### src/design/gdd_pkg.sv
// shared types, widths and calendar tables for the gregorian date difference unit
package gdd_pkg;

  // field widths
  localparam int unsigned YEAR_BITS  = 14;
  localparam int unsigned DAY_BITS   = 6;
  localparam int unsigned MONTH_BITS = 4;
  localparam int unsigned DIFF_BITS  = 23;

  // day-of-year fits 1..366
  localparam int unsigned DOY_BITS = 9;
  // day number up to about 366 * 2^YEAR_BITS
  localparam int unsigned NUM_BITS = YEAR_BITS + 9;
  // width that holds both a day number and the saturation limit
  localparam int unsigned WIDE_BITS = (NUM_BITS > DIFF_BITS) ? NUM_BITS : DIFF_BITS;

  // exact floor division by 100 through a reciprocal multiply
  localparam int unsigned DIV100_SHIFT = YEAR_BITS + 7;
  localparam int unsigned MAGIC_BITS   = YEAR_BITS + 1;
  localparam int unsigned Q_BITS       = YEAR_BITS - 6;
  localparam int unsigned PROD_BITS    = YEAR_BITS + MAGIC_BITS;
  localparam logic [MAGIC_BITS-1:0] DIV100_MAGIC =
    MAGIC_BITS'(((64'd1 << DIV100_SHIFT) + 64'd99) / 64'd100);

  localparam logic [DIFF_BITS-1:0] DIFF_MAX = '1;

  localparam logic [MONTH_BITS-1:0] MONTH_FIRST = MONTH_BITS'(1);
  localparam logic [MONTH_BITS-1:0] MONTH_LAST  = MONTH_BITS'(12);

  // input transaction
  typedef struct packed {
    logic [DAY_BITS-1:0]   first_day;
    logic [MONTH_BITS-1:0] first_month;
    logic [YEAR_BITS-1:0]  first_year;
    logic [DAY_BITS-1:0]   second_day;
    logic [MONTH_BITS-1:0] second_month;
    logic [YEAR_BITS-1:0]  second_year;
  } gdd_in_t;

  // result transaction
  typedef struct packed {
    logic                 invalid_date;
    logic [DIFF_BITS-1:0] day_difference;
  } gdd_out_t;

  // length of a month, february follows the leap flag
  function automatic logic [4:0] month_len(input logic [MONTH_BITS-1:0] m,
                                           input logic leap);
    logic [4:0] len;
    unique case (m)
      4'd2:                      len = leap ? 5'd29 : 5'd28;
      4'd4, 4'd6, 4'd9, 4'd11:   len = 5'd30;
      default:                   len = 5'd31;
    endcase
    return len;
  endfunction

  // days in the year before the first of a month
  function automatic logic [DOY_BITS-1:0] days_before(input logic [MONTH_BITS-1:0] m,
                                                     input logic leap);
    logic [DOY_BITS-1:0] base;
    unique case (m)
      4'd2:    base = 9'd31;
      4'd3:    base = 9'd59;
      4'd4:    base = 9'd90;
      4'd5:    base = 9'd120;
      4'd6:    base = 9'd151;
      4'd7:    base = 9'd181;
      4'd8:    base = 9'd212;
      4'd9:    base = 9'd243;
      4'd10:   base = 9'd273;
      4'd11:   base = 9'd304;
      4'd12:   base = 9'd334;
      default: base = 9'd0;
    endcase
    if (leap && (m > 4'd2)) begin
      base = base + 9'd1;
    end
    return base;
  endfunction

endpackage

### src/design/gregorian_date_difference_unit.sv
// top level: five-stage pipeline computing the day count between two dates
//
// Usage:
//   One input transaction on in_valid/in_stall/in_data carries two calendar
//   dates. Each transaction yields exactly one result transaction on
//   out_valid/out_stall/out_data: invalid_date set (and a zero difference)
//   when either date has a bad month, a zero day, a day past the month end
//   or a zero year; otherwise the absolute day count between the dates,
//   saturated at the 23-bit limit.
//   Path: an accepted input passes the five register stages (divide-by-100
//   multiply, calendar tables, day-number sum, subtract, saturate) and its
//   result shows on out_valid from the output register. Throughput: one
//   transaction per cycle while out_stall is low, each stage taking a new item.
//   Stalls: out_stall holds the output register; a stage only waits when the
//   stage after it is full and waiting, so bubbles close up and in_stall
//   rises only once the pipeline behind the stalled result is full.
//   Reset: synchronous, active-low rst_n empties every stage; no transaction
//   is held across reset.
module gregorian_date_difference_unit (
  input  logic             clk,
  input  logic             rst_n,
  input  logic             in_valid,
  output logic             in_stall,
  input  gdd_pkg::gdd_in_t in_data,
  output logic             out_valid,
  input  logic             out_stall,
  output gdd_pkg::gdd_out_t out_data
);

  localparam int unsigned YB   = gdd_pkg::YEAR_BITS;
  localparam int unsigned DB   = gdd_pkg::DAY_BITS;
  localparam int unsigned MB   = gdd_pkg::MONTH_BITS;
  localparam int unsigned QB   = gdd_pkg::Q_BITS;
  localparam int unsigned NB   = gdd_pkg::NUM_BITS;
  localparam int unsigned WB   = gdd_pkg::WIDE_BITS;
  localparam int unsigned PB   = gdd_pkg::PROD_BITS;
  localparam int unsigned OB   = gdd_pkg::DOY_BITS;

  typedef struct packed {
    logic [YB-1:0] p;
    logic [QB-1:0] q;
    logic [DB-1:0] day;
    logic [MB-1:0] month;
    logic          ok;
  } s1_t;

  typedef struct packed {
    logic [YB-1:0] p;
    logic [QB-1:0] q;
    logic [OB-1:0] doy;
    logic          ok;
  } s2_t;

  typedef struct packed {
    logic [NB-1:0] num;
    logic          ok;
  } s3_t;

  typedef struct packed {
    logic [NB-1:0] diff;
    logic          ok;
  } s4_t;

  // stage registers
  s1_t s1_r [2];
  s1_t s1_nxt [2];
  s2_t s2_r [2];
  s2_t s2_nxt [2];
  s3_t s3_r [2];
  s3_t s3_nxt [2];
  s4_t s4_r;
  s4_t s4_nxt;
  gdd_pkg::gdd_out_t out_r;
  gdd_pkg::gdd_out_t out_nxt;

  logic s1_vld_r, s2_vld_r, s3_vld_r, s4_vld_r, out_vld_r;
  logic adv1, adv2, adv3, adv4, adv_out;

  // per-date views of the input transaction
  logic [YB-1:0] yr_in  [2];
  logic [DB-1:0] day_in [2];
  logic [MB-1:0] mon_in [2];
  logic [YB-1:0] p_in   [2];
  logic [PB-1:0] prod   [2];

  logic [YB-1:0] rem    [2];
  logic          cent   [2];
  logic          leap   [2];
  logic [4:0]    lim    [2];

  logic [WB-1:0] diff_wide;

  // stage advance: a stage moves when it is empty or its successor moves
  assign adv_out  = !out_vld_r || !out_stall;
  assign adv4     = !s4_vld_r || adv_out;
  assign adv3     = !s3_vld_r || adv4;
  assign adv2     = !s2_vld_r || adv3;
  assign adv1     = !s1_vld_r || adv2;
  assign in_stall = !adv1;

  // split the transaction into two dates
  always_comb begin
    yr_in[0]  = in_data.first_year;
    day_in[0] = in_data.first_day;
    mon_in[0] = in_data.first_month;
    yr_in[1]  = in_data.second_year;
    day_in[1] = in_data.second_day;
    mon_in[1] = in_data.second_month;
  end

  // stage 1: range checks, previous year, divide by 100 via reciprocal
  always_comb begin
    for (int i = 0; i < 2; i++) begin
      p_in[i]         = yr_in[i] - YB'(1);
      prod[i]         = PB'(p_in[i]) * PB'(gdd_pkg::DIV100_MAGIC);
      s1_nxt[i].p     = p_in[i];
      s1_nxt[i].q     = prod[i][gdd_pkg::DIV100_SHIFT +: QB];
      s1_nxt[i].day   = day_in[i];
      s1_nxt[i].month = mon_in[i];
      s1_nxt[i].ok    = (mon_in[i] >= gdd_pkg::MONTH_FIRST) &&
                        (mon_in[i] <= gdd_pkg::MONTH_LAST) &&
                        (day_in[i] != '0) && (yr_in[i] != '0);
    end
  end

  // stage 2: leap rule, month length check, day of year
  always_comb begin
    for (int i = 0; i < 2; i++) begin
      rem[i]  = s1_r[i].p - YB'(s1_r[i].q) * YB'(100);
      // year is a century when the previous year ends in 99
      cent[i] = (rem[i] == YB'(99));
      leap[i] = ((s1_r[i].p[1:0] == 2'b11) && !cent[i]) ||
                (cent[i] && (s1_r[i].q[1:0] == 2'b11));
      lim[i]  = gdd_pkg::month_len(s1_r[i].month, leap[i]);
      s2_nxt[i].p   = s1_r[i].p;
      s2_nxt[i].q   = s1_r[i].q;
      s2_nxt[i].doy = gdd_pkg::days_before(s1_r[i].month, leap[i]) + OB'(s1_r[i].day);
      s2_nxt[i].ok  = s1_r[i].ok && (s1_r[i].day <= DB'(lim[i]));
    end
  end

  // stage 3: day number counted from 1 january of year 1
  always_comb begin
    for (int i = 0; i < 2; i++) begin
      s3_nxt[i].num = NB'(s2_r[i].p) * NB'(365) + NB'(s2_r[i].p >> 2)
                      - NB'(s2_r[i].q) + NB'(s2_r[i].q >> 2) + NB'(s2_r[i].doy);
      s3_nxt[i].ok  = s2_r[i].ok;
    end
  end

  // stage 4: absolute difference
  always_comb begin
    s4_nxt.diff = (s3_r[0].num >= s3_r[1].num) ? (s3_r[0].num - s3_r[1].num)
                                                 : (s3_r[1].num - s3_r[0].num);
    s4_nxt.ok   = s3_r[0].ok && s3_r[1].ok;
  end

  // output stage: saturate and zero on error
  always_comb begin
    diff_wide            = WB'(s4_r.diff);
    out_nxt.invalid_date = !s4_r.ok;
    if (!s4_r.ok) begin
      out_nxt.day_difference = '0;
    end else if (diff_wide > WB'(gdd_pkg::DIFF_MAX)) begin
      out_nxt.day_difference = gdd_pkg::DIFF_MAX;
    end else begin
      out_nxt.day_difference = gdd_pkg::DIFF_BITS'(diff_wide);
    end
  end

  // valid bits
  always_ff @(posedge clk) begin
    if (!rst_n) begin
      s1_vld_r  <= 1'b0;
      s2_vld_r  <= 1'b0;
      s3_vld_r  <= 1'b0;
      s4_vld_r  <= 1'b0;
      out_vld_r <= 1'b0;
    end else begin
      if (adv1) begin
        s1_vld_r <= in_valid;
      end
      if (adv2) begin
        s2_vld_r <= s1_vld_r;
      end
      if (adv3) begin
        s3_vld_r <= s2_vld_r;
      end
      if (adv4) begin
        s4_vld_r <= s3_vld_r;
      end
      if (adv_out) begin
        out_vld_r <= s4_vld_r;
      end
    end
  end

  // payload registers
  always_ff @(posedge clk) begin
    if (adv1 && in_valid) begin
      s1_r <= s1_nxt;
    end
    if (adv2 && s1_vld_r) begin
      s2_r <= s2_nxt;
    end
    if (adv3 && s2_vld_r) begin
      s3_r <= s3_nxt;
    end
    if (adv4 && s3_vld_r) begin
      s4_r <= s4_nxt;
    end
    if (adv_out && s4_vld_r) begin
      out_r <= out_nxt;
    end
  end

  assign out_valid = out_vld_r;
  assign out_data  = out_r;

endmodule

### config.mk
export PLATFORM = sky130hd
export DESIGN_NAME = gregorian_date_difference_unit
export DESIGN_NICKNAME = d
export VERILOG_FILES = /design/src/design/gdd_pkg.sv /design/src/design/gregorian_date_difference_unit.sv
export SDC_FILE = /design/constraint.sdc
export NUM_CORES = 1
export LEC_CHECK = 0
export ABC_AREA = 1
export ABC_CLOCK_PERIOD_IN_PS = 6200
export BUFFER_PORTS_ARGS = -buffer_cell sky130_fd_sc_hd__buf_2
export CELL_PAD_IN_SITES_DETAIL_PLACEMENT = 0
export CELL_PAD_IN_SITES_GLOBAL_PLACEMENT = 1
export CORE_UTILIZATION = 47
export CTS_BUF_LIST = sky130_fd_sc_hd__clkbuf_8
export DETAILED_ROUTE_END_ITERATION = 10
export PLACE_DENSITY = 0.83
export SLEW_MARGIN = 5
export SYNTH_ARGS = -nofsm -noshare
export SYNTH_HDL_FRONTEND = slang
export SYNTH_SLANG_ARGS = --single-unit
### constraint.sdc
create_clock -name clk -period 6.2 [get_ports clk]
set_clock_uncertainty 0.15 [all_clocks]
set_input_delay 1.24 -clock clk [delete_from_list [all_inputs] [get_ports clk]]
set_output_delay 1.24 -clock clk [all_outputs]
set_load 0.05 [all_outputs]
Yosys cells after proc, flatten, opt, wreduce, memory -nomap -nowiden
Memories as Yosys holds them, arrays and structs flattened. A register that Yosys moved wholly into a read port is not among the register bits.
Cells that the tools add are included.
W data, S select, Z words.
{"block": "totals", "register_bits": 231, "latchBits": 0, "ramBits": 0, "romBits": 288, "inputBits": 52, "output_inout_bits": 26, "elab_cells": 136, "n_memories": 2}
{"name": "(no name shown)", "words": 16, "width": 9, "read_ports": 1, "rd_ports_with_merged_regs": 1, "wr": 0, "line_no": "gdd_pkg.sv:62", "rtl": "unique case (m)"}
{"name": "(no name shown)", "words": 16, "width": 9, "read_ports": 1, "rd_ports_with_merged_regs": 1, "wr": 0, "line_no": "gdd_pkg.sv:62"}
{"block": "classes", "addsub": 18, "mul": 6, "div_mod_pow": 0, "n_lt_le_gt_ge": 10, "n_eq_ne": 16, "shifts": 0, "mux": 10, "n_bitwise": 0, "reduce_logical": 43}
{"operator": "$mul A14 B13 Y27 const B", "count": 2}
{"operator": "$add A23 B12 Y23", "count": 2}
{"operator": "$add A23 B6 Y23", "count": 2}
{"operator": "$add A23 B9 Y23", "count": 2}
{"operator": "$mul A14 B9 Y23 const B", "count": 2}
{"operator": "$mux W23", "count": 2}
{"operator": "$sub A23 B23 Y23", "count": 2}
{"operator": "$sub A23 B8 Y23", "count": 2}
{"operator": "$eq A14 B7 Y1 const B", "count": 2}
{"operator": "$reduce_bool A14 Y1", "count": 2}
{"operator": "$sub A14 B1 Y14 const B", "count": 2}
{"operator": "$sub A14 B14 Y14", "count": 2}
{"operator": "$mul A8 B5 Y12 const B", "count": 2}
{"operator": "$ge A23 B23 Y1", "count": 1}
{"operator": "$gt A23 B23 Y1 const B", "count": 1}
{"operator": "$logic_and A1 B1 Y1", "count": 20}
{"operator": "$add A9 B1 Y9 const B", "count": 2}
{"operator": "$add A9 B6 Y9", "count": 2}
{"operator": "$mux W9", "count": 2}
{"operator": "$eq A4 B3 Y1 const B", "count": 4}
{"operator": "$eq A4 B4 Y1 const B", "count": 4}
{"operator": "$le A6 B5 Y1", "count": 2}
{"operator": "$reduce_bool A6 Y1", "count": 2}
{"operator": "$logic_not A1 Y1", "count": 10}
{"operator": "10 further kinds", "count": 27}

Depth between registers and ports, before layout
{"block": "logic_depth", "ltp_word": 10, "mapped_depth": 37, "mapped_depth_nobuf": 37}

Worst setup path after synthesis
No wires, ideal clock.
{"block": "synth_timing", "path_type": "input -> register", "start": "in in_data[1] (netlist name)", "end": "reg s1_r[17] (netlist name), data pin", "arrival_time_ps": 6274, "required_time_ps": 5785, "path_slack_ps": -489, "path_stages": 27, "path_buffers": 0, "path_cell_list": "inv_1 > ha_1 > nand2_1 > nand2_1 > nor3_1 > nand2_1 > nor2_1 > nand2_1 > nor2_1 > nand4_1 > xor2_1 > inv_1 > fa_1 > ha_1 > fa_1 > fa_1 > inv_1 > fa_1 > inv_1 > ha_1 > nand2_1 > o21ai_0 > a21oi_1 > nand2_1 > a31oi_1 > o21ai_0 > xor2_1"}
{"element": "from (decl)", "line_no": "gregorian_date_difference_unit.sv:24", "rtl": "input gdd_pkg::gdd_in_t in_data,"}
{"element": "to (signal assigned)", "line_no": "gregorian_date_difference_unit.sv:201", "rtl": "s1_r <= s1_nxt;"}
{"element": "to (decl)", "line_no": "gregorian_date_difference_unit.sv:65", "rtl": "s1_t s1_r [2];"}

==> results by stage <==
Detailed routing:
- The first-pass iteration count of the detailed router is 6.
- The number of vias per cell after detailed routing is 4.79.
- The remaining antenna violation count after routing is 0.
- The number of DRC violations after detailed routing is 0.
- The post-detailed-route wirelength per cell is 14.7 um.
- The final route contains between 20000 and 25000 vias.
- The post-detailed-routing wire length is ~66000 um.
- The count of routing violations after the opening detailed-route iteration is ~900.

Setup path:
- The startpoint class of the critical path is a primary input.
- The critical path runs through a total of 29 cells.
- The start of the worst register-to-register path is s1_r[13].
- The start point of the critical path is in_data[2].
- Data on the critical path is required at its endpoint by roughly 6.4 ns.
- The depth of the worst register-to-register path is 35.
- The critical setup path kind is in -> reg.
- The cell family contributing the most delay on the critical path is adder cells.
- The worst setup path is captured at a flop.
- In this run the worst setup path terminates at s1_r[15].
- For this design, the slowest cell found on the critical path is fa_1.
- Setup slack on the worst reg-to-reg path comes out at around 0.44 ns.
- The maximum fanout along the worst path is 5.
- The arrival time reported for the critical path endpoint is approximately 6.2 ns.
- The number of buffers and inverters on the critical path is 6.
- The worst flop-to-flop path endpoint is s2_r[9].
- The delay of the slowest cell on the worst path is around 0.49 ns.

Timing:
- Static timing analysis puts the maximum clock frequency at 0.166 GHz.
- The count of pins over their slew limit was 0.
- The number of hold violations in the final report was 0.
- Setup total negative slack on the finished layout was measured at 0 ns.
- The hold slack is around 0.26 ns.
- At the pin with the least slew margin, the transition time is slightly above 0.9 ns.
- The worst path needs between 6 and 7 ns of the cycle, external delays included.
- The post-route clock period utilization is slightly below 100%.
- Measured against its own limit, the worst slew margin works out to roughly two fifths.
- Setup repair after global routing could not meet its margin everywhere.
- The final setup violation count is 0.

CTS:
- The count of clock tree sinks is about 250.
- The number of levels the H-tree was split into is 2.
- Clock-pin slew was measured on the worst setup and hold paths at 0.06 ns.
- The number of buffers created by CTS is 46.
- The source-to-sink clock delay at the later pin of the worst-skew pair is between 0.6 and 0.7 ns.
- The tree is rooted in a clkbuf_8.
- The maximum buffer depth of the clock tree is 3.
- Buffers inserted to repair hold after CTS numbered 0.
- TritonCTS built the clock tree.

Place:
- After detailed placement, the total cell area comes to between 30000 and 40000 sq um.
- Port buffering added 77 buffers.
- The HPWL after detailed placement is between 50000 and 60000 um.
- Routability-driven placement finished with a final weighted congestion of around 0.88.

Floorplanning:
- The starting density of the core is 47.7%.
- The boundary pin count is 78.
- Row generation in the floorplan step produced between 90 and 100 rows.
- In this run the standard cell core region covers roughly 63000 sq um.
- The area of the die is about 65000 sq um.
- The floorplan step set the die width to 256 um.
- The floorplan step set the die height to around 260 um.

Yosys:
- The proportion of register bits with asynchronous set or reset after synthesis is 0%.
- The sequential cell area fraction in the yosys report is 24.0%.
- The top cell type by total area after synthesis is edfxtp_1.
- Among all flip-flop cells after synthesis, the most frequent one is edfxtp_1.
- The main combinational cell family by area after synthesis is adder cells.
- During synthesis, Yosys emitted a total of 0 warnings.
- The most common cell in the synthesized netlist is inv_1.
- The number of enable-type register cells in the synthesized netlist is between 200 and 250.
- Ranked by total cell area, the synthesized netlist is headed by edfxtp_1 (22%), ha_1 (22%), fa_1 (21%), inv_1 (9.9%), nand2_1 (6.0%).
- The post-synthesis area per instance is roughly 9.3 sq um.
- Summing the areas of all and, or, nand and nor instances in the mapped netlist gives approximately 11% of the synthesized area.
- The xor and xnor area share after synthesis is 4.78%.
- The top cell type by area accounts for about 22% of the synthesized area.
- Synthesis inferred ~250 register bits.
- The unique cell type count in the Yosys netlist is 54.
- After synthesis, the most frequently instantiated cells are inv_1 (798), ha_1 (525), nand2_1 (480), fa_1 (310), edfxtp_1 (226).
- The synthesized netlist devotes under 10% of its cell area to compound gates.
- The mapped cell area is 30200 sq um.
- The post-synthesis share of cell area spent on full adders, half adders and majority gates is a little over two fifths.
- The gate count after technology mapping is 3260.
- The net count after synthesis is between 4000 and 5000.
- The share of cell area taken by muxes after synthesis is 0%.

Finish:
- The final design instance area without fill is about 35000 sq um.
- The area growth from synthesis to final layout is 15.5%.
- The number of filler cells placed in the layout is 5814.
- The utilization after layout is a little under three fifths.
- Of the cells placed in the final design, the portion with a size suffix greater than 1 is between 10% and 20%.
- The number of nets in the finished design is roughly 4500.

Min path:
- The min-delay analysis places its worst path in the category reg -> reg.
- Along the worst hold path, the cell count comes to 0.

GRT:
- The first global-routing pass estimated approximately 110000 um of wire.
- The initial antenna violation count is 2.
- The via count of the first global-routing pass was between 20000 and 25000.
- The maximum number of pins on one net before global-route repair is ~50.
- The global-route usage over all layers is just over 20%.
- Global routing finished with a remaining overflow of 0.

Outcome:
- The run finished with clean final reports.

Run:
- The number of maximum-capacitance constraint violations is 0.
## worst min-delay path by stage
| stage | start | end | slack, ns |
|---|---|---|---|
| floorplan | s2_r[0] | s3_r[0] | 0.25 |
| global placement | s2_r[32] | s3_r[24] | 0.26 |
| detailed placement | s2_r[0] | s3_r[0] | 0.27 |
| CTS | s2_r[32] | s3_r[24] | 0.27 |
| global route | s2_r[32] | s3_r[24] | 0.27 |
| finish | s2_r[32] | s3_r[24] | 0.26 |
## through the flow
stage          instances  worst slack (ns)
6_report            4466             0.185
5_1_grt             4466           -0.0794
4_1_cts             4455            0.0325
3_5_place_dp        4370            -0.721
3_3_place_gp        4370            -0.640
2_1_floorplan       3260            -0.216
## state kept, by name, summed over array words and instances, names as in the netlist, named ones only
name / flops
s1_r: 66
s2_r: 64
s3_r: 48
out_data: 24
diff_wide: 23
out_valid: 1
s1_vld_r: 1
s2_vld_r: 1
s3_vld_r: 1
s4_r: 1
s4_vld_r: 1
## cell families after synthesis
kind of cell / Yosys count
buf+inv: 834
compound gates: 373
flops: 249
xor+xnor: 165
simple gates: 804
fa+ha+maj: 835
## layout by cell type (no fill, tap or decap), types with 17 or more instances in the layout
master,count
inv_1,797
ha_1,507
nand2_1,469
fa_1,308
edfxtp_1,226
buf_4,218
a21oi_1,142
nor2_1,135
xor2_1,107
o21ai_0,75
buf_2,75
nand3_1,69
xnor2_1,51
clkbuf_8,49
o21ai_1,33
a21oi_2,28
nand4_1,26
dfxtp_1,23
inv_2,19
nand2_2,19
nor3_1,19
ha_4,17
## layout make-up
class | instances | area [sq um] | share of cell area (%)
repair buffers | 297 | 2060 | 5.90
clock inverters | 36 | 383 | 1.10
inverters | 811 | 3090 | 8.85
flip-flops and latches | 249 | 7250 | 20.8
multi-input cells | 2177 | 20400 | 58.4
clock buffers | 49 | 674 | 1.93
diodes | 1 | 2.50 | 0.00718
well taps | 846 | 1060 | 3.04
## repair_timing
item | CTS | global route
setup buffers | 0 | 10
gates resized for setup | 0 | 75
pin swaps | 2 | 33
endpoints found under the setup margin | 2 | 24
## per-layer routing
layer | track usage (%) | share of wire [%]
met5 | 0 | 0.017
met1 | 27.2 | 46
met2 | 35.4 | 48
met4 | 5.90 | 2.6
met3 | 2.25 | 3.4
## worst reg2reg max path: cells and delay by family (launching register included)
| kind | cells | cell delay [ns] |
|---|---|---|
| buf+inv | 5 | 0.31 |
| simple gates | 14 | 1.15 |
| compound gates | 7 | 0.80 |
| xor+xnor | 2 | 0.34 |
| flops | 1 | 0.45 |
| fa+ha+maj | 7 | 2.28 |
Power is not shown: default switching activity piles up to over one toggle a cycle in this logic, so the estimate is an artifact.
